File: config.mk
export PLATFORM = sky130hd
export DESIGN_NAME = hsv_to_rgb_converter_core
export DESIGN_NICKNAME = d
export VERILOG_FILES = /design/src/hdl/hsv2rgb_pkg.sv /design/src/hdl/hsv2rgb_sector.sv /design/src/hdl/hsv2rgb_levels.sv /design/src/hdl/hsv2rgb_div.sv /design/src/hdl/hsv_to_rgb_converter_core.sv
export SDC_FILE = /design/constraint.sdc
export NUM_CORES = 2
export LEC_CHECK = 0
export ABC_AREA = 0
export BUFFER_PORTS_ARGS = -buffer_cell sky130_fd_sc_hd__buf_2
export CORE_MARGIN = 5
export CORE_UTILIZATION = 59
export DETAILED_ROUTE_END_ITERATION = 8
export PLACE_DENSITY = 0.9
export SYNTH_ARGS = -nofsm -noshare
export SYNTH_HDL_FRONTEND = slang
export SYNTH_SLANG_ARGS = --single-unit
export TNS_END_PERCENT = 100
File: constraint.sdc
create_clock -name i_clk -period 6.6 [get_ports i_clk]
set_input_delay 1.32 -clock i_clk [delete_from_list [all_inputs] [get_ports i_clk]]
set_output_delay 1.32 -clock i_clk [all_outputs]
set_load 0.01 [all_outputs]
File: src/hdl/hsv2rgb_pkg.sv
package hsv2rgb_pkg;

    localparam logic [11:0] HUE_MAX  = 12'd3599;
    localparam logic [9:0]  SEC_SPAN = 10'd600;
    localparam logic [7:0]  FULL_SCL = 8'd255;
    localparam logic [17:0] SEC_DEN  = 18'd153000;
    // floor(2^32 / 153000); quotient estimate is exact or one low
    localparam logic [14:0] SEC_RECIP = 15'd28071;
    localparam int          RECIP_SH  = 32;

    typedef enum logic [2:0] {
        SEC_RY = 3'd0,
        SEC_YG = 3'd1,
        SEC_GC = 3'd2,
        SEC_CB = 3'd3,
        SEC_BM = 3'd4,
        SEC_MR = 3'd5
    } t_sector;

    typedef struct packed {
        t_sector    sector;
        logic [7:0] val;
        logic [7:0] tert;
    } t_side;

endpackage

File: src/hdl/hsv2rgb_sector.sv
module hsv2rgb_sector
    import hsv2rgb_pkg::*;
(
    input  logic        i_clk,
    input  logic        i_en,
    input  logic [11:0] i_hue,
    input  logic [7:0]  i_saturation,
    input  logic [7:0]  i_brightness,
    output t_sector     o_sector,
    output logic [9:0]  o_rem,
    output logic [7:0]  o_sat,
    output logic [7:0]  o_val
);

    localparam logic [11:0] B1 = 12'(SEC_SPAN);
    localparam logic [11:0] B2 = 12'(2 * SEC_SPAN);
    localparam logic [11:0] B3 = 12'(3 * SEC_SPAN);
    localparam logic [11:0] B4 = 12'(4 * SEC_SPAN);
    localparam logic [11:0] B5 = 12'(5 * SEC_SPAN);

    logic [11:0] hue_c;
    logic [11:0] base;
    logic [11:0] n_rem;
    t_sector     n_sector;

    t_sector     r_sector;
    logic [9:0]  r_rem;
    logic [7:0]  r_sat;
    logic [7:0]  r_val;

    always_comb begin
        hue_c = (i_hue > HUE_MAX) ? HUE_MAX : i_hue;
        if (hue_c >= B5) begin
            n_sector = SEC_MR;
            base     = B5;
        end else if (hue_c >= B4) begin
            n_sector = SEC_BM;
            base     = B4;
        end else if (hue_c >= B3) begin
            n_sector = SEC_CB;
            base     = B3;
        end else if (hue_c >= B2) begin
            n_sector = SEC_GC;
            base     = B2;
        end else if (hue_c >= B1) begin
            n_sector = SEC_YG;
            base     = B1;
        end else begin
            n_sector = SEC_RY;
            base     = 12'd0;
        end
        n_rem = hue_c - base;
    end

    always_ff @(posedge i_clk) begin
        if (i_en) begin
            r_sector <= n_sector;
            r_rem    <= n_rem[9:0];
            r_sat    <= i_saturation;
            r_val    <= i_brightness;
        end
    end

    assign o_sector = r_sector;
    assign o_rem    = r_rem;
    assign o_sat    = r_sat;
    assign o_val    = r_val;

endmodule

File: src/hdl/hsv2rgb_levels.sv
module hsv2rgb_levels
    import hsv2rgb_pkg::*;
(
    input  logic        i_clk,
    input  logic [1:0]  i_en,
    input  t_sector     i_sector,
    input  logic [9:0]  i_rem,
    input  logic [7:0]  i_sat,
    input  logic [7:0]  i_val,
    output logic [25:0] o_num,
    output t_side       o_side
);

    logic [9:0]  arc;
    logic [17:0] n_sd;
    logic [15:0] n_tn;
    logic [25:0] n_num;
    logic [16:0] tsum;
    t_side       n_side;

    t_sector     r_sector;
    logic [7:0]  r_val;
    logic [17:0] r_sd;
    logic [15:0] r_tn;
    logic [25:0] r_num;
    t_side       r_side;

    // stage 2: s * arc (rem if sector odd, else 600 - rem), v * (255 - s)
    always_comb begin
        arc  = i_sector[0] ? i_rem : (SEC_SPAN - i_rem);
        n_sd = i_sat * arc;
        n_tn = i_val * (FULL_SCL - i_sat);
    end

    // stage 3: secondary numerator, tertiary = tn / 255 (exact below 65280)
    always_comb begin
        n_num         = r_val * (SEC_DEN - r_sd);
        tsum          = 17'(r_tn) + 17'(r_tn[15:8]) + 17'd1;
        n_side.sector = r_sector;
        n_side.val    = r_val;
        n_side.tert   = tsum[15:8];
    end

    always_ff @(posedge i_clk) begin
        if (i_en[0]) begin
            r_sector <= i_sector;
            r_val    <= i_val;
            r_sd     <= n_sd;
            r_tn     <= n_tn;
        end
        if (i_en[1]) begin
            r_num  <= n_num;
            r_side <= n_side;
        end
    end

    assign o_num  = r_num;
    assign o_side = r_side;

endmodule

File: src/hdl/hsv2rgb_div.sv
module hsv2rgb_div
    import hsv2rgb_pkg::*;
(
    input  logic        i_clk,
    input  logic [1:0]  i_en,
    input  logic [25:0] i_num,
    input  t_side       i_side,
    output logic [25:0] o_num,
    output logic [7:0]  o_qe,
    output logic [25:0] o_qd,
    output t_side       o_side
);

    logic [40:0] n_prod;
    logic [25:0] n_qd;

    logic [25:0] r_num4;
    logic [7:0]  r_qe4;
    t_side       r_side4;
    logic [25:0] r_num5;
    logic [7:0]  r_qe5;
    logic [25:0] r_qd5;
    t_side       r_side5;

    always_comb begin
        n_prod = i_num * SEC_RECIP;
        n_qd   = r_qe4 * SEC_DEN;
    end

    always_ff @(posedge i_clk) begin
        if (i_en[0]) begin
            r_num4  <= i_num;
            r_qe4   <= n_prod[RECIP_SH +: 8];
            r_side4 <= i_side;
        end
        if (i_en[1]) begin
            r_num5  <= r_num4;
            r_qe5   <= r_qe4;
            r_qd5   <= n_qd;
            r_side5 <= r_side4;
        end
    end

    assign o_num  = r_num5;
    assign o_qe   = r_qe5;
    assign o_qd   = r_qd5;
    assign o_side = r_side5;

endmodule

File: src/hdl/hsv_to_rgb_converter_core.sv
// HSV to RGB pixel converter.
// An accepted input beat passes through the registered stages 1 to 6 to its output beat.
// Throughput: one beat per cycle while i_stall is low; a six-stage pipeline with per-stage valid bits.
// Reset (synchronous, active low) clears all valid bits; the pipeline is empty
// and ready in the cycle after reset is released.
module hsv_to_rgb_converter_core
    import hsv2rgb_pkg::*;
(
    input  logic        i_clk,
    input  logic        i_rst_n,
    input  logic        i_valid,
    output logic        o_stall,
    input  logic [11:0] i_hue,
    input  logic [7:0]  i_saturation,
    input  logic [7:0]  i_brightness,
    output logic        o_valid,
    input  logic        i_stall,
    output logic [7:0]  o_red,
    output logic [7:0]  o_green,
    output logic [7:0]  o_blue
);

    localparam logic [25:0] RR_LIM = 26'(2 * SEC_DEN);

    logic [6:1]  en;
    logic [6:1]  r_vld;

    t_sector     s1_sector;
    logic [9:0]  s1_rem;
    logic [7:0]  s1_sat;
    logic [7:0]  s1_val;
    logic [25:0] s3_num;
    t_side       s3_side;
    logic [25:0] s5_num;
    logic [7:0]  s5_qe;
    logic [25:0] s5_qd;
    t_side       s5_side;

    logic [25:0] n_rr;
    logic [7:0]  n_sec;
    logic [7:0]  n_red;
    logic [7:0]  n_green;
    logic [7:0]  n_blue;

    logic [7:0]  r_red;
    logic [7:0]  r_green;
    logic [7:0]  r_blue;

    // a stage moves when it is empty or the next one moves
    always_comb begin
        en[6] = !r_vld[6] || !i_stall;
        en[5] = !r_vld[5] || en[6];
        en[4] = !r_vld[4] || en[5];
        en[3] = !r_vld[3] || en[4];
        en[2] = !r_vld[2] || en[3];
        en[1] = !r_vld[1] || en[2];
    end

    assign o_stall = !en[1];

    hsv2rgb_sector u_sector (
        .i_clk        (i_clk),
        .i_en         (en[1]),
        .i_hue        (i_hue),
        .i_saturation (i_saturation),
        .i_brightness (i_brightness),
        .o_sector     (s1_sector),
        .o_rem        (s1_rem),
        .o_sat        (s1_sat),
        .o_val        (s1_val)
    );

    hsv2rgb_levels u_levels (
        .i_clk    (i_clk),
        .i_en     (en[3:2]),
        .i_sector (s1_sector),
        .i_rem    (s1_rem),
        .i_sat    (s1_sat),
        .i_val    (s1_val),
        .o_num    (s3_num),
        .o_side   (s3_side)
    );

    hsv2rgb_div u_div (
        .i_clk  (i_clk),
        .i_en   (en[5:4]),
        .i_num  (s3_num),
        .i_side (s3_side),
        .o_num  (s5_num),
        .o_qe   (s5_qe),
        .o_qd   (s5_qd),
        .o_side (s5_side)
    );

    // quotient correction and channel permutation
    always_comb begin
        n_rr  = s5_num - s5_qd;
        n_sec = (n_rr >= 26'(SEC_DEN)) ? (s5_qe + 8'd1) : s5_qe;
        case (s5_side.sector)
            SEC_RY: begin
                n_red = s5_side.val;  n_green = n_sec;        n_blue = s5_side.tert;
            end
            SEC_YG: begin
                n_red = n_sec;        n_green = s5_side.val;  n_blue = s5_side.tert;
            end
            SEC_GC: begin
                n_red = s5_side.tert; n_green = s5_side.val;  n_blue = n_sec;
            end
            SEC_CB: begin
                n_red = s5_side.tert; n_green = n_sec;        n_blue = s5_side.val;
            end
            SEC_BM: begin
                n_red = n_sec;        n_green = s5_side.tert; n_blue = s5_side.val;
            end
            default: begin
                n_red = s5_side.val;  n_green = s5_side.tert; n_blue = n_sec;
            end
        endcase
    end

    always_ff @(posedge i_clk) begin
        if (!i_rst_n) begin
            r_vld <= '0;
        end else begin
            if (en[1]) r_vld[1] <= i_valid;
            if (en[2]) r_vld[2] <= r_vld[1];
            if (en[3]) r_vld[3] <= r_vld[2];
            if (en[4]) r_vld[4] <= r_vld[3];
            if (en[5]) r_vld[5] <= r_vld[4];
            if (en[6]) r_vld[6] <= r_vld[5];
        end
    end

    always_ff @(posedge i_clk) begin
        if (en[6]) begin
            r_red   <= n_red;
            r_green <= n_green;
            r_blue  <= n_blue;
        end
    end

    assign o_valid = r_vld[6];
    assign o_red   = r_red;
    assign o_green = r_green;
    assign o_blue  = r_blue;

`ifndef ASSERT_OFF
    a_stall_full: assert property (@(posedge i_clk) disable iff (!i_rst_n)
        o_stall |-> (&r_vld) && i_stall)
        else $error("input stalled with a bubble in the pipeline");

    a_out_fill: assert property (@(posedge i_clk) disable iff (!i_rst_n)
        (r_vld[5] && en[6]) |=> o_valid)
        else $error("stage 5 beat did not reach the output");

    a_quot_est: assert property (@(posedge i_clk) disable iff (!i_rst_n)
        r_vld[5] |-> (s5_qd <= s5_num) && (n_rr < RR_LIM))
        else $error("reciprocal quotient estimate out of range");

    a_hold: assert property (@(posedge i_clk) disable iff (!i_rst_n)
        (r_vld[5] && !en[5]) |=> r_vld[5] && $stable(s5_qe))
        else $error("stalled stage 5 beat changed");
`endif

endmodule
==> impl_summary.txt <==
----------------------------------------------------
[CTS]
  Hold buffer count at cts ... 0
  Clock Sink Count ... 270
  Skew-Pair Late Insertion Delay ... 0.59 ns
  Clock Tree Buf Depth ... 3
  H-tree depth ... 1
  Master cell of the clock root buffer ... sky130_fd_sc_hd__clkbuf_16
  Number of CTS-inserted buffers ... 29
  Clk slew on worst S/H paths ... 0.07 ns
  CTS tree ... yes

[Setup path]
  Launching element type of the critical path ... flip-flop
  Stage delay of the slowest cell on the critical path ... 0.58 ns
  Critical path's slowest cell ... sky130_fd_sc_hd__fa_1
  Arrival @ worst endpoint ... 7.06 ns
  Critical path's top delay family ... adder cells
  Ordered list of cells on the worst path ... buf_4 -> buf_4 -> ha_1 -> inv_2 -> fa_1 -> inv_1 -> fa_1 -> fa_1 -> fa_1 -> inv_1 -> fa_1 -> inv_1 -> ha_1 -> a21o_1 -> a21o_1 -> a21o_1 -> a311oi_2 -> buf_4 -> o211a_4 -> nor3_4 -> o31a_1 -> o21a_1 -> nor2_1 -> xnor2_1
  Timing startpoint of the critical path ... u_levels.o_num[19]$_DFFE_PP_
  Kind of capture point of the worst setup path ... flip-flop
  Buffers and inverters on the worst path ... 7
  Most common cell on crit path ... sky130_fd_sc_hd__fa_1
  Reg-to-reg startpoint ... u_levels.o_num[19]$_DFFE_PP_
  Worst Path Class, Setup ... flip-flop to flip-flop
  Required time of the worst setup path ... 6.94 ns
  Largest fanout on the critical path ... 4

[Status]
  Status ... finished, violations left
  Failing checks ... setup timing

[Floorplan]
  Die boundary width ... 235 um
  IO Count ... 58
  Total die area ... 55,000 um2
  Core region area ... 50,000 um2
  Initial Util ... 0.595
  Cell Rows ... 82
  Vertical extent of the die ... 235 um

[Synthesis]
  YS warnings ... 0
  Prevailing post-synth register cell ... sky130_fd_sc_hd__edfxtp_1
  Sequential area share after synthesis ... 0.271
  Syn Std Cell Area ... 29,700 um2
  Post-synthesis sequential element count ... 270
  Number of distinct library cells after synthesis ... 74
  Post-Syn Instances ... 2,782
  Async S/R FF share, synth ... 0
  Mapped Avg Cell Area ... 10.7 um2
  Net count after synthesis ... 3,556
  EDFF count, synth ... 264

[Routing]
  Overall routed net length ... 77,400 um
  Routed wire length per instance ... 21.2 um
  Post-route DRC violation count ... 0
  Antenna viol nets, final ... 0
  First-pass iteration count of the detailed router ... 6
  Via Count ... 22,000
  Number of vias per cell after detailed routing ... 6.03
  Detailed router's first-iteration violation count ... 2,383

[Layout]
  Most common cell after layout, fill and taps aside ... sky130_fd_sc_hd__inv_1
  Layout area overhead ... 11.1%
  Top library cells by usage in the layout, fill and taps aside ... sky130_fd_sc_hd__inv_1 (613), sky130_fd_sc_hd__fa_1 (398), sky130_fd_sc_hd__ha_1 (319), sky130_fd_sc_hd__edfxtp_1 (264), sky130_fd_sc_hd__nor2b_1 (139)
  Diode insertion count for antenna repair ... 0
  Fraction of final layout cells with drive strength greater than 1 ... 0.112
  Total Nets Final ... 3,726

[Placement]
  Port Buf Inserts ... 57
  DPL Wire Length ... 52,500 um
  Pre-CTS setup slack ... -0.102 ns
  Routability congestion estimate ... 0.934

[Timing]
  Setup Skew ... 0.0277 ns
  Transition time of the tightest slew-check pin ... 1.04 ns
  # setup viols final ... 3
  Rel. slew slack ... 0.307
  Min Tclk post-route ... 6.72 ns
  Fin. Hold Viols ... 0
  Worst Slack Setup Final ... -0.121 ns
  Highest achievable clock rate ... 149 MHz
  Final-report max-slew violation count ... 0
  Share of the clock period used by the worst path ... 1.02

[Hold path]
  Origin of the worst min-delay path ... u_levels.o_side[14]$_DFFE_PP_
  Worst min path class ... flip-flop to flip-flop

[Global routing]
  Total grt overflow ... 0
  Pin count of the biggest net entering global routing ... 72
  Vias in the first global route ... 22,400
  Initial antenna violation count ... 0
  First-pass GRT wire length ... 110,000 um
  GRT Resource Usage Total ... 0.250

[Flow run]
  Number of max-cap violations ... 0

----------------------------------------------------
[cells in the mapped netlist (all sizes together), types with 7 or more instances]
cell type,count,share of area
nand2b,68,0.014
clkbuf,32,0.0040
a21o,38,0.0096
o21a,26,0.0066
nand2,126,0.016
inv,635,0.080
nor3,23,0.0040
and3,12,0.0027
nand3,20,0.0034
a31oi,8,0.0017
edfxtp,264,0.27
xnor2,93,0.027
xor2,35,0.010
ha,336,0.14
o22ai,7,0.0015
nand4,10,0.0021
o21bai,16,0.0040
a211oi,9,0.0024
a21oi,95,0.016
and2,78,0.016
o21ai,80,0.013
a22oi,8,0.0020
a31o,9,0.0027
nor2b,142,0.030
nor2,88,0.012
fa,406,0.27
a21boi,12,0.0030
[final cells by class]
cell class / instances / area [um2]
clock buffers: 36 / 752
flip-flops and latches: 270 / 8050
clock inverters: 17 / 108
multi-input cells: 1843 / 19700
repair buffers: 172 / 1170
well taps: 672 / 841
fillers: 3185 / 16900
inverters: 636 / 2400
[cells by family (layout without fill, tap and decap cells)]
logic type | Yosys count | after routing | synth area share
compound gates | 375 | 375 | 0.0840
xor+xnor | 128 | 128 | 0.0377
fa+ha+maj | 742 | 742 | 0.415
buf+inv | 669 | 861 | 0.0845
flops | 270 | 270 | 0.271
mux | 7 | 7 | 0.00244
simple gates | 591 | 591 | 0.106
[layer usage]
metal  track usage  routed length, um
met5             0                  0
met4         0.106               6020
met3        0.0461               6380
met2         0.453              39100
met1         0.292              26000
[timing repair]
action,CTS,global route
buffers inserted,8,31
resized for setup,16,114
endpoints found under the setup margin,5,10
pin swaps,3,57
[path summary, 6_finish.rpt]
kind                                                     to  slack (ns)  cells past startpoint
worst min-delay path            u_div.r_side4[14]$_DFFE_PP_        0.41                      0
worst max-delay path               u_div.r_qe4[7]$_DFFE_PP_       -0.12                     24
worst min register to register  u_div.r_side4[14]$_DFFE_PP_        0.41                      0
worst max register to register     u_div.r_qe4[7]$_DFFE_PP_       -0.12                     24
[stage by stage]
stage                      util  area, um2  TNS (ns)  instances  hold WS, ns
after floorplan               -      29700         0       2782        0.400
after global placement    0.627      31300         0       3554        0.401
after detailed placement  0.627      31300    -0.269       3554        0.405
after CTS                 0.646      32300   -0.0293       3615        0.413
after global routing      0.661      33000    -0.987       3646        0.422
final                     0.661      33000    -0.166       3646        0.407
[registers in the layout, indices dropped and copies added (netlist names)]
name and cells:
o_green 8, o_red 8, u_levels.o_side 19, o_blue 8, u_div.o_side 19, u_levels.r_sd 18, u_sector.o_rem 10, u_div.r_side4 19
u_levels.r_tn 16, u_div.o_qd 21, u_div.r_num4 23, u_sector.o_sat 8, u_div.r_qe4 8, u_sector.o_val 8, u_div.o_qe 8, u_sector.o_sector 3
r_vld 6, u_div.o_num 23, u_levels.o_num 26, u_levels.r_sector 3, u_levels.r_val 8
Power is left out: the tool's default activity adds up to more than one toggle a clock period on the data nets, which glitch-free logic cannot reach.
